File: src/rtl/core/multi_timer_table_defines.svh
// ----------------------------------------------------------------------------
// multi_timer_table_defines
// assertion macros used by the timer table engine
// ----------------------------------------------------------------------------
`ifndef MULTI_TIMER_TABLE_DEFINES_SVH
`define MULTI_TIMER_TABLE_DEFINES_SVH

`ifndef ASSERT_OFF

`define MTT_ASSERT_ALWAYS(lbl, clk, rstn, cond, msg) \
    lbl: assert property (@(posedge clk) disable iff (!rstn) (cond)) \
        else $error(msg);

`define MTT_ASSERT_IMPLIES(lbl, clk, rstn, ante, cons, msg) \
    lbl: assert property (@(posedge clk) disable iff (!rstn) (ante) |-> (cons)) \
        else $error(msg);

`define MTT_ASSERT_NEXT(lbl, clk, rstn, ante, cons, msg) \
    lbl: assert property (@(posedge clk) disable iff (!rstn) (ante) |=> (cons)) \
        else $error(msg);

`else

`define MTT_ASSERT_ALWAYS(lbl, clk, rstn, cond, msg)
`define MTT_ASSERT_IMPLIES(lbl, clk, rstn, ante, cons, msg)
`define MTT_ASSERT_NEXT(lbl, clk, rstn, ante, cons, msg)

`endif

`endif

File: src/rtl/core/mtt_pkg.sv
// ----------------------------------------------------------------------------
// mtt_pkg
// shared types, opcodes and result codes of the timer table
// ----------------------------------------------------------------------------
`default_nettype none

package mtt_pkg;

    localparam int OP_W   = 3;
    localparam int KIND_W = 2;
    localparam int ID_W   = 16;
    localparam int TMO_W  = 32;
    localparam int TIME_W = 40;
    localparam int REM_W  = 32;

    localparam logic [OP_W-1:0] OP_SET     = 3'd0;
    localparam logic [OP_W-1:0] OP_RESTART = 3'd1;
    localparam logic [OP_W-1:0] OP_CANCEL  = 3'd2;
    localparam logic [OP_W-1:0] OP_QUERY   = 3'd3;
    localparam logic [OP_W-1:0] OP_EXPIRE  = 3'd4;
    localparam logic [OP_W-1:0] OP_TICK    = 3'd5;

    localparam logic [KIND_W-1:0] KIND_OK      = 2'd0;
    localparam logic [KIND_W-1:0] KIND_ERR     = 2'd1;
    localparam logic [KIND_W-1:0] KIND_EXPIRED = 2'd2;
    localparam logic [KIND_W-1:0] KIND_REPORT  = 2'd3;

    localparam logic [REM_W-1:0] REM_SAT  = 32'h7FFF_FFFF;
    localparam logic [REM_W-1:0] REM_NONE = 32'hFFFF_FFFF;

    typedef struct packed {
        logic [ID_W-1:0]   id;
        logic [TIME_W-1:0] alarm;
    } entry_t;

    localparam int ENTRY_W = $bits(entry_t);

    typedef struct packed {
        logic [KIND_W-1:0] kind;
        logic [ID_W-1:0]   id;
        logic [REM_W-1:0]  rem;
        logic              last;
    } result_t;

    typedef struct packed {
        logic    emit;
        result_t res;
    } beat_t;

endpackage

`default_nettype wire

File: src/rtl/core/mtt_ram.sv
// ----------------------------------------------------------------------------
// mtt_ram
// generic single-write, single-read ram with registered read data
// ----------------------------------------------------------------------------
`default_nettype none

module mtt_ram #(
    parameter int WIDTH = 56,
    parameter int DEPTH = 16
) (
    input  wire logic                                   clk,
    input  wire logic                                   wr_en,
    input  wire logic [((DEPTH > 1) ? $clog2(DEPTH) : 1)-1:0] wr_addr,
    input  wire logic [WIDTH-1:0]                       wr_data,
    input  wire logic [((DEPTH > 1) ? $clog2(DEPTH) : 1)-1:0] rd_addr,
    output logic      [WIDTH-1:0]                       rd_data
);

    logic [WIDTH-1:0] mem_reg [DEPTH];
    logic [WIDTH-1:0] rd_data_reg;

    always_ff @(posedge clk) begin
        if (wr_en) begin
            mem_reg[wr_addr] <= wr_data;
        end
        rd_data_reg <= mem_reg[rd_addr];
    end

    assign rd_data = rd_data_reg;

endmodule

`default_nettype wire

File: src/rtl/core/mtt_engine.sv
// ----------------------------------------------------------------------------
// mtt_engine
// command sequencer: takes one command, walks the entry ram one slot a cycle,
// unless a beat waits on a busy output register, compacts the table in place
// and hands result beats to the output register
`default_nettype none
`include "multi_timer_table_defines.svh"

module mtt_engine #(
    parameter int TIMER_SLOTS = 16
) (
    input  wire logic                          aclk,
    input  wire logic                          aresetn,
    input  wire logic                          s_valid,
    output logic                               s_ready,
    input  wire logic [mtt_pkg::OP_W-1:0]      s_opcode,
    input  wire logic [mtt_pkg::ID_W-1:0]      s_timer_id,
    input  wire logic [mtt_pkg::TMO_W-1:0]     s_timeout_ms,
    input  wire logic                          out_free,
    output mtt_pkg::beat_t                     beat_o,
    output logic                               ram_wr_en,
    output logic [((TIMER_SLOTS > 1) ? $clog2(TIMER_SLOTS) : 1)-1:0] ram_wr_addr,
    output logic [mtt_pkg::ENTRY_W-1:0]        ram_wr_data,
    output logic [((TIMER_SLOTS > 1) ? $clog2(TIMER_SLOTS) : 1)-1:0] ram_rd_addr,
    input  wire logic [mtt_pkg::ENTRY_W-1:0]   ram_rd_data
);

    localparam int AW = (TIMER_SLOTS > 1) ? $clog2(TIMER_SLOTS) : 1;
    localparam int CW = $clog2(TIMER_SLOTS + 1);
    localparam logic [CW-1:0] FULL = CW'(TIMER_SLOTS);

    localparam logic [1:0] ST_IDLE = 2'd0;
    localparam logic [1:0] ST_SET  = 2'd1;
    localparam logic [1:0] ST_SCAN = 2'd2;

    logic [1:0]                     state_reg, state_next;
    logic [mtt_pkg::OP_W-1:0]       op_reg, op_next;
    logic [mtt_pkg::ID_W-1:0]       tid_reg, tid_next;
    logic [mtt_pkg::TMO_W-1:0]      tmo_reg, tmo_next;
    logic [mtt_pkg::TIME_W-1:0]     now_reg, now_next;
    logic [mtt_pkg::ID_W-1:0]       idc_reg, idc_next;
    logic [CW-1:0]                  cnt_reg, cnt_next;
    logic [CW-1:0]                  r_reg, r_next;
    logic [CW-1:0]                  w_reg, w_next;
    logic                           found_reg, found_next;
    logic [mtt_pkg::REM_W-1:0]      best_reg, best_next;

    mtt_pkg::entry_t                cur;
    mtt_pkg::entry_t                new_entry;
    logic [mtt_pkg::TIME_W-1:0]     diff;
    logic [mtt_pkg::TIME_W-1:0]     arm;
    logic [mtt_pkg::REM_W-1:0]      sat_diff;
    logic [mtt_pkg::ID_W-1:0]       idc_inc;
    logic [CW-1:0]                  r_inc;
    logic [CW-1:0]                  rd_sel;
    logic                           expired;
    logic                           in_range;
    logic                           match;
    logic                           finish;
    logic                           need_out;
    logic                           adv;
    logic                           accept;

    assign cur      = mtt_pkg::entry_t'(ram_rd_data);
    assign diff     = cur.alarm - now_reg;
    assign expired  = (diff == '0) || diff[mtt_pkg::TIME_W-1];
    assign sat_diff = (|diff[mtt_pkg::TIME_W-1:mtt_pkg::REM_W-1]) ? mtt_pkg::REM_SAT
                                                                  : diff[mtt_pkg::REM_W-1:0];
    assign arm      = now_reg + mtt_pkg::TIME_W'(tmo_reg);
    assign idc_inc  = idc_reg + mtt_pkg::ID_W'(1);
    assign in_range = r_reg < cnt_reg;
    assign match    = cur.id == tid_reg;
    assign r_inc    = r_reg + CW'(1);
    assign accept   = s_valid && s_ready;

    // early exit on first restart hit or first expired entry of a query
    assign finish   = !in_range
                      || (in_range && (op_reg == mtt_pkg::OP_RESTART) && match)
                      || (in_range && (op_reg == mtt_pkg::OP_QUERY) && expired);
    assign need_out = finish || (in_range && (op_reg == mtt_pkg::OP_EXPIRE) && expired);
    assign adv      = !need_out || out_free;
    assign rd_sel   = adv ? r_inc : r_reg;

    always_comb begin
        state_next  = state_reg;
        op_next     = op_reg;
        tid_next    = tid_reg;
        tmo_next    = tmo_reg;
        now_next    = now_reg;
        idc_next    = idc_reg;
        cnt_next    = cnt_reg;
        r_next      = r_reg;
        w_next      = w_reg;
        found_next  = found_reg;
        best_next   = best_reg;
        s_ready     = 1'b0;
        beat_o      = '0;
        ram_wr_en   = 1'b0;
        ram_wr_addr = w_reg[AW-1:0];
        new_entry   = cur;
        ram_rd_addr = '0;

        unique case (state_reg)
            ST_IDLE: begin
                s_ready = 1'b1;
                if (s_valid) begin
                    op_next    = s_opcode;
                    tid_next   = s_timer_id;
                    tmo_next   = s_timeout_ms;
                    r_next     = '0;
                    w_next     = '0;
                    found_next = 1'b0;
                    best_next  = mtt_pkg::REM_SAT;
                    unique case (s_opcode)
                        mtt_pkg::OP_SET: begin
                            state_next = ST_SET;
                        end
                        mtt_pkg::OP_RESTART, mtt_pkg::OP_CANCEL,
                        mtt_pkg::OP_QUERY, mtt_pkg::OP_EXPIRE: begin
                            state_next = ST_SCAN;
                        end
                        mtt_pkg::OP_TICK: begin
                            now_next = now_reg + mtt_pkg::TIME_W'(1);
                        end
                        default: begin
                            state_next = ST_IDLE;
                        end
                    endcase
                end
            end

            ST_SET: begin
                if (out_free) begin
                    state_next       = ST_IDLE;
                    beat_o.emit      = 1'b1;
                    beat_o.res.last  = 1'b1;
                    if (cnt_reg == FULL) begin
                        beat_o.res.kind = mtt_pkg::KIND_ERR;
                    end else begin
                        ram_wr_en       = 1'b1;
                        ram_wr_addr     = cnt_reg[AW-1:0];
                        new_entry.id    = idc_inc;
                        new_entry.alarm = arm;
                        idc_next        = idc_inc;
                        cnt_next        = cnt_reg + CW'(1);
                        beat_o.res.kind = mtt_pkg::KIND_OK;
                        beat_o.res.id   = idc_inc;
                    end
                end
            end

            ST_SCAN: begin
                ram_rd_addr = rd_sel[AW-1:0];
                if (adv) begin
                    if (finish) begin
                        state_next      = ST_IDLE;
                        beat_o.emit     = 1'b1;
                        beat_o.res.last = 1'b1;
                        unique case (op_reg)
                            mtt_pkg::OP_RESTART: begin
                                if (in_range) begin
                                    ram_wr_en       = 1'b1;
                                    ram_wr_addr     = r_reg[AW-1:0];
                                    new_entry.alarm = arm;
                                    beat_o.res.kind = mtt_pkg::KIND_OK;
                                    beat_o.res.id   = tid_reg;
                                end else begin
                                    beat_o.res.kind = mtt_pkg::KIND_ERR;
                                end
                            end
                            mtt_pkg::OP_CANCEL: begin
                                cnt_next = w_reg;
                                if (found_reg) begin
                                    beat_o.res.kind = mtt_pkg::KIND_OK;
                                    beat_o.res.id   = tid_reg;
                                end else begin
                                    beat_o.res.kind = mtt_pkg::KIND_ERR;
                                end
                            end
                            mtt_pkg::OP_QUERY: begin
                                beat_o.res.kind = mtt_pkg::KIND_REPORT;
                                if (in_range) begin
                                    beat_o.res.rem = '0;
                                end else if (cnt_reg == '0) begin
                                    beat_o.res.rem = mtt_pkg::REM_NONE;
                                end else begin
                                    beat_o.res.rem = best_reg;
                                end
                            end
                            mtt_pkg::OP_EXPIRE: begin
                                cnt_next        = w_reg;
                                beat_o.res.kind = mtt_pkg::KIND_REPORT;
                            end
                            default: begin
                                beat_o.res.kind = mtt_pkg::KIND_ERR;
                            end
                        endcase
                    end else begin
                        r_next = r_inc;
                        unique case (op_reg)
                            mtt_pkg::OP_CANCEL: begin
                                if (match && !found_reg) begin
                                    found_next = 1'b1;
                                end else begin
                                    ram_wr_en = 1'b1;
                                    w_next    = w_reg + CW'(1);
                                end
                            end
                            mtt_pkg::OP_QUERY: begin
                                if (sat_diff < best_reg) begin
                                    best_next = sat_diff;
                                end
                            end
                            mtt_pkg::OP_EXPIRE: begin
                                if (expired) begin
                                    beat_o.emit     = 1'b1;
                                    beat_o.res.kind = mtt_pkg::KIND_EXPIRED;
                                    beat_o.res.id   = cur.id;
                                end else begin
                                    ram_wr_en = 1'b1;
                                    w_next    = w_reg + CW'(1);
                                end
                            end
                            default: begin
                                r_next = r_inc;
                            end
                        endcase
                    end
                end
            end

            default: begin
                state_next = ST_IDLE;
            end
        endcase
    end

    assign ram_wr_data = new_entry;

    always_ff @(posedge aclk) begin
        if (!aresetn) begin
            state_reg <= ST_IDLE;
            now_reg   <= '0;
            idc_reg   <= '0;
            cnt_reg   <= '0;
            r_reg     <= '0;
            w_reg     <= '0;
            found_reg <= 1'b0;
        end else begin
            state_reg <= state_next;
            now_reg   <= now_next;
            idc_reg   <= idc_next;
            cnt_reg   <= cnt_next;
            r_reg     <= r_next;
            w_reg     <= w_next;
            found_reg <= found_next;
        end
    end

    always_ff @(posedge aclk) begin
        op_reg   <= op_next;
        tid_reg  <= tid_next;
        tmo_reg  <= tmo_next;
        best_reg <= best_next;
    end

    `MTT_ASSERT_ALWAYS(a_cnt_bound, aclk, aresetn, cnt_reg <= FULL,
        "fill count beyond table size")
    `MTT_ASSERT_IMPLIES(a_wr_behind_rd, aclk, aresetn, state_reg == ST_SCAN,
        (w_reg <= r_reg) && (r_reg <= cnt_reg), "compaction pointers out of order")
    `MTT_ASSERT_IMPLIES(a_emit_free, aclk, aresetn, beat_o.emit, out_free,
        "result beat while output register busy")
    `MTT_ASSERT_IMPLIES(a_idle_no_write, aclk, aresetn, state_reg == ST_IDLE, !ram_wr_en,
        "entry write while idle")
    `MTT_ASSERT_NEXT(a_now_hold, aclk, aresetn,
        !(accept && (s_opcode == mtt_pkg::OP_TICK)), $stable(now_reg),
        "clock moved without tick")

endmodule

`default_nettype wire

File: src/rtl/core/multi_timer_table.sv
// ----------------------------------------------------------------------------
// multi_timer_table
// one-shot millisecond timer table in insertion order with a millisecond
// clock advanced by tick commands; entries live in a ram, results leave through a register
// ----------------------------------------------------------------------------
//  channel | ports                                      | direction
//  s_      | s_opcode, s_timer_id, s_timeout_ms         | command beat in
//  m_      | m_kind, m_result_id, m_remaining_ms, m_last | result beat out
//
//  tick and unused opcodes finish in idle; set passes through the set state
//  restart, cancel, query, expire walk the table: a full walk visits every
//  live entry and one slot past the end, a restart or query hit ends the
//  walk there; one slot a cycle, set by the single ram read port, except that
//  a busy output register (m_ready low) stalls set and walk steps that emit
//  reset: synchronous; a fill count marks live entries, so no clearing pass
// ----------------------------------------------------------------------------
`default_nettype none

module multi_timer_table #(
    parameter int TIMER_SLOTS = 16
) (
    input  wire logic                             aclk,
    input  wire logic                             aresetn,
    input  wire logic                             s_valid,
    output logic                                  s_ready,
    input  wire logic [mtt_pkg::OP_W-1:0]         s_opcode,
    input  wire logic [mtt_pkg::ID_W-1:0]         s_timer_id,
    input  wire logic [mtt_pkg::TMO_W-1:0]        s_timeout_ms,
    output logic                                  m_valid,
    input  wire logic                             m_ready,
    output logic      [mtt_pkg::KIND_W-1:0]       m_kind,
    output logic      [mtt_pkg::ID_W-1:0]         m_result_id,
    output logic signed [mtt_pkg::REM_W-1:0]      m_remaining_ms,
    output logic                                  m_last
);

    localparam int AW = (TIMER_SLOTS > 1) ? $clog2(TIMER_SLOTS) : 1;

    mtt_pkg::beat_t               beat;
    mtt_pkg::result_t             res_reg;
    logic                         m_valid_reg;
    logic                         out_free;
    logic                         ram_wr_en;
    logic [AW-1:0]                ram_wr_addr;
    logic [mtt_pkg::ENTRY_W-1:0]  ram_wr_data;
    logic [AW-1:0]                ram_rd_addr;
    logic [mtt_pkg::ENTRY_W-1:0]  ram_rd_data;

    assign out_free = !m_valid_reg || m_ready;

    mtt_ram #(
        .WIDTH (mtt_pkg::ENTRY_W),
        .DEPTH (TIMER_SLOTS)
    ) u_entry_ram (
        .clk     (aclk),
        .wr_en   (ram_wr_en),
        .wr_addr (ram_wr_addr),
        .wr_data (ram_wr_data),
        .rd_addr (ram_rd_addr),
        .rd_data (ram_rd_data)
    );

    mtt_engine #(
        .TIMER_SLOTS (TIMER_SLOTS)
    ) u_engine (
        .aclk         (aclk),
        .aresetn      (aresetn),
        .s_valid      (s_valid),
        .s_ready      (s_ready),
        .s_opcode     (s_opcode),
        .s_timer_id   (s_timer_id),
        .s_timeout_ms (s_timeout_ms),
        .out_free     (out_free),
        .beat_o       (beat),
        .ram_wr_en    (ram_wr_en),
        .ram_wr_addr  (ram_wr_addr),
        .ram_wr_data  (ram_wr_data),
        .ram_rd_addr  (ram_rd_addr),
        .ram_rd_data  (ram_rd_data)
    );

    // output register
    always_ff @(posedge aclk) begin
        if (!aresetn) begin
            m_valid_reg <= 1'b0;
        end else if (beat.emit) begin
            m_valid_reg <= 1'b1;
        end else if (m_ready) begin
            m_valid_reg <= 1'b0;
        end
    end

    always_ff @(posedge aclk) begin
        if (beat.emit) begin
            res_reg <= beat.res;
        end
    end

    assign m_valid        = m_valid_reg;
    assign m_kind         = res_reg.kind;
    assign m_result_id    = res_reg.id;
    assign m_remaining_ms = signed'(res_reg.rem);
    assign m_last         = res_reg.last;

endmodule

`default_nettype wire

File: config.mk
export PLATFORM = sky130hd
export DESIGN_NAME = multi_timer_table
export DESIGN_NICKNAME = d
export VERILOG_FILES = /design/src/rtl/core/mtt_pkg.sv /design/src/rtl/core/mtt_ram.sv /design/src/rtl/core/mtt_engine.sv /design/src/rtl/core/multi_timer_table.sv
export VERILOG_INCLUDE_DIRS = /design/src /design/src/rtl/core
export SDC_FILE = /design/constraint.sdc
export NUM_CORES = 2
export LEC_CHECK = 0
export BUFFER_PORTS_ARGS = -buffer_cell sky130_fd_sc_hd__clkbuf_2
export CORE_UTILIZATION = 63
export DETAILED_ROUTE_END_ITERATION = 10
export PLACE_DENSITY = 0.78
export SYNTH_ARGS = -nofsm -noshare
export SYNTH_HDL_FRONTEND = slang
export SYNTH_SLANG_ARGS = --single-unit
File: constraint.sdc
create_clock -name aclk -period 10.35 [get_ports aclk]
set_clock_uncertainty 0.1 [all_clocks]
set_input_delay 0.5175 -clock aclk [delete_from_list [all_inputs] [get_ports aclk]]
set_output_delay 0.5175 -clock aclk [all_outputs]
set_load 0.1 [all_outputs]
==> flow_summary.ini <==
[floorplan]
die_x_um = 286
design.portCount = 108
row_count = 103
coreArea_um2 = 79400
floorplan.die_area_um2 = 81700
starting_utilization_of_the_core_area_pct = 64.0
die-height_um = 286

[synthesis]
yosys.area_share.simple_pct = 7.60
postSynth.asyncResetShare_pct = 0
post_synth.cell_area_avg_um2 = 13.9
postSynthCellCount = 3664
synth_xor_area_share_pct = 2.29
post_synth_edffs = 1030
synth_adder_area_share_pct = 2.91
synthesis.yosys.warnings = 0
dominantRegCellSynth = sky130_fd_sc_hd__edfxtp_1
post_synthesis_instance_area_um2 = 50800
synth_mux_area_share_pct = 9.05
seq_area_frac_synth_pct = 66.1
synth-compound-area-share_pct = 9.38
combinational_family_with_the_most_area_after_synthesis = compound AO/OA/AOI/OAI gates
ys_ff_latch = 1161
yosysUniqueCellTypes = 75

[power_and_ir_drop]
leakage_uw = 0.0187
combinationalPowerShare_pct = 9.8
share_seq_of_total_power_pct = 51.6
internal_power_uw = 7920
power-per-cell-area_nw_per_um2 = 184
net-switching-power_uw = 2520
swShare_pct = 24.2
clockPowerShare_pct = 38.6
worst_ir_drop_vdd_mv = 0.130

[placed_design]
dp_hpwl_mm = 75.8
io_buffer_count = 107
place.gp.congestion = 0.924

[worst_hold_path]
holdCritPathClass = primary input to register
hold_path_depth = 4
hold_path.startpoint = m_ready
hold_end = m_valid$_SDFFE_PN0P_

[global_route]
via_count_of_the_first_global_routing_pass = 31080
grt_overflow = 0
grt_first_pass_wirelength_mm = 192
antenna_found_initial = 0
maximum_number_of_pins_on_one_net_before_global_route_repair = 129
grt.total_usage_pct = 31.6

[cts]
tritoncts.num_buffers = 110
cts.clk_slew.worst_paths_ps = 60
worstSkewPairLatency_ps = 700
cts-htree-levels = 3
root_buffer = sky130_fd_sc_hd__clkbuf_16
cts-resized-gates = 0
cts_hold_buffers = 51
cts_setup_buffers = 0
clock_tree_from_tritoncts = done
cts_num_sinks = 1161
cts.path.max_buffers = 3

[timing]
slew_headroom_pct = 7.44
number_of_pins_exceeding_their_max_slew_limit_in_the_final_report = 0
finalWorstPathRequiredPeriod_ps = 7940
final.setup.tns_ps = 0
clock.fmax_mhz = 126
setup_repair_after_global_routing_missed_its_margin = false
worst_slew_pin_slew_ps = 1390
post-route-period-util_pct = 76.7
hold_viol = 0
setup_viol_count_final = 0

[drt]
vias = 32603
post-route-drc-count = 0
route.detailed.vias_per_inst = 6.53
totalWireLength_mm = 130
first_pass_iters = 6
number_of_drc_markers_after_the_initial_detailed_route_iteration = 3788
number_of_nets_with_antenna_violations_after_routing = 0
wire_per_inst_um = 26.1

[setup_path]
worstReg2RegStart = u_engine.now_reg[0]$_SDFFE_PN0P_
end_kind = register
crit_arrival_ps = 8330
worst-path-max-fanout = 128
required_ps = 10740
path_class = register to register
setup.reg_to_reg.worst_slack_ps = 2410
critical_path.reg2reg.endpoint = u_entry_ram.rd_data[4]$_DFF_P_
timing.reg2reg.worst_path_depth = 18
cp-start-kind = register

[layout]
finish.utilization_pct = 71.5
sequential_cell_area_um2 = 33600
n_fill_cell = 5086
mostFrequentLayoutCells = sky130_fd_sc_hd__edfxtp_1, sky130_fd_sc_hd__mux2i_1, sky130_fd_sc_hd__nand2_1
flip_flop_count_of_the_largest_register_after_layout = 896
layout.cells.most_common = sky130_fd_sc_hd__edfxtp_1
antenna-diode-count = 0
multi_input_comb_area_um2 = 16100
syn_to_final_growth_pct = 11.8
drive_gt1_share_pct = 10.4
final_nets = 4014

[status]
status = finished clean

[run]
maxCapViolations = 0
==> critical path: stages (launching register included) <==
cell and delay [ps]:
sky130_fd_sc_hd__dfxtp_1 430, sky130_fd_sc_hd__ha_1 200, sky130_fd_sc_hd__inv_1 50, sky130_fd_sc_hd__fa_1 400
sky130_fd_sc_hd__a21o_1 230, sky130_fd_sc_hd__a221oi_2 450, sky130_fd_sc_hd__o21ai_1 300, sky130_fd_sc_hd__a41oi_1 620
sky130_fd_sc_hd__o21ba_2 220, sky130_fd_sc_hd__xor2_1 330, sky130_fd_sc_hd__and4_1 250, sky130_fd_sc_hd__nand4_1 300
sky130_fd_sc_hd__nand3b_1 300, sky130_fd_sc_hd__o21ai_2 710, sky130_fd_sc_hd__mux2i_4 960, sky130_fd_sc_hd__buf_12 690
sky130_fd_sc_hd__mux2i_1 320, sky130_fd_sc_hd__o22ai_1 110, sky130_fd_sc_hd__or4_1 660
==> metrics by stage <==
step	hold slack [ps]	instance area, µm²	setup WS [ps]	power, µW	cells
2_1_floorplan	354	50800	1930	6090	3665
3_3_place_gp	364	52600	2740	6440	4729
3_5_place_dp	382	52600	2610	6450	4729
4_1_cts	229	56800	2570	10400	4990
5_1_grt	287	56800	2050	10700	4990
6_report	250	56800	2410	10400	4990
==> final cells by class <==
class,instances,area share [%]
clock buffers,161,5.53
clock inverters,49,0.908
inverters,113,0.747
multi-input cells,2212,28.4
flip-flops and latches,1161,59.1
well taps,1050,2.31
repair buffers,244,3.07
==> cells by family (layout without fill, tap and decap cells) <==
group | count (synthesis) | count (layout)
buffers and inverters | 292 | 567
AOI/OAI and AO/OA | 743 | 743
adders and majority gates | 117 | 117
and+or+nand+nor | 758 | 758
other | 1 | 2
muxes | 459 | 459
DFF | 1161 | 1161
xor gates and xnor gates | 133 | 133
==> worst max-delay path by stage <==
stage / from / endpoint / slack, ps / cells after the start
after global routing: u_engine.now_reg[0]$_SDFFE_PN0P_ / u_entry_ram.rd_data[4]$_DFF_P_ / 2050 / 18
after CTS: u_engine.now_reg[0]$_SDFFE_PN0P_ / u_entry_ram.rd_data[4]$_DFF_P_ / 2570 / 18
final: u_engine.now_reg[0]$_SDFFE_PN0P_ / u_entry_ram.rd_data[4]$_DFF_P_ / 2410 / 18
after detailed placement: u_engine.now_reg[0]$_SDFFE_PN0P_ / u_entry_ram.rd_data[4]$_DFF_P_ / 2610 / 18
after global placement: u_engine.now_reg[0]$_SDFFE_PN0P_ / u_entry_ram.rd_data[4]$_DFF_P_ / 2740 / 18
after floorplan: u_engine.now_reg[0]$_SDFFE_PN0P_ / u_entry_ram.mem_reg[8][0]$_DFFE_PP_ / 1930 / 17
==> power by group through the flow <==
| stage | Clock [µW] | Sequential, µW | Combinational, µW |
|---|---|---|---|
| 2_1_floorplan | 0 | 5460 | 634 |
| 3_3_place_gp | 0 | 5480 | 955 |
| 3_5_place_dp | 0 | 5480 | 974 |
| 4_1_cts | 4050 | 5380 | 995 |
| 5_1_grt | 4220 | 5390 | 1100 |
| 6_report | 4030 | 5390 | 1020 |
==> synthesized netlist by cell type (9+ instances only) <==
cell type / instances / area (µm²)
sky130_fd_sc_hd__a211oi_1: 12 / 90.1
sky130_fd_sc_hd__a21boi_0: 16 / 120
sky130_fd_sc_hd__a21o_1: 50 / 375
sky130_fd_sc_hd__a21oi_1: 132 / 661
sky130_fd_sc_hd__a31oi_1: 15 / 93.8
sky130_fd_sc_hd__and2_1: 61 / 382
sky130_fd_sc_hd__and3_1: 18 / 113
sky130_fd_sc_hd__buf_2: 50 / 250
sky130_fd_sc_hd__buf_6: 24 / 270
sky130_fd_sc_hd__clkbuf_1: 95 / 357
sky130_fd_sc_hd__dfxtp_1: 131 / 2620
sky130_fd_sc_hd__edfxtp_1: 1030 / 30900
sky130_fd_sc_hd__ha_1: 115 / 1440
sky130_fd_sc_hd__inv_1: 112 / 420
sky130_fd_sc_hd__mux2i_1: 459 / 4590
sky130_fd_sc_hd__nand2_1: 231 / 867
sky130_fd_sc_hd__nand2b_1: 24 / 150
sky130_fd_sc_hd__nand3_1: 71 / 355
sky130_fd_sc_hd__nand4_1: 32 / 200
sky130_fd_sc_hd__nor2_1: 117 / 439
sky130_fd_sc_hd__nor2b_1: 25 / 156
sky130_fd_sc_hd__nor3_1: 44 / 220
sky130_fd_sc_hd__nor4_1: 20 / 125
sky130_fd_sc_hd__o211ai_1: 11 / 82.6
sky130_fd_sc_hd__o21a_1: 57 / 428
sky130_fd_sc_hd__o21ai_0: 112 / 561
sky130_fd_sc_hd__o21ai_1: 9 / 45.0
sky130_fd_sc_hd__o21bai_1: 19 / 143
sky130_fd_sc_hd__o22ai_1: 229 / 1430
sky130_fd_sc_hd__or3_1: 21 / 131
sky130_fd_sc_hd__or4_1: 59 / 443
sky130_fd_sc_hd__xnor2_1: 87 / 762
sky130_fd_sc_hd__xor2_1: 46 / 403
==> metal layers <==
metal | up-vias | part of all wire, % | track usage, %
met3 | 286 | 11 | 4.81
li1 | 14434 | - | -
met1 | 16043 | 40 | 44.9
met5 | - | 0 | 0
met2 | 1840 | 46 | 50.6
met4 | 0 | 3.1 | 10.3
Power figures use the tool's default switching activity.
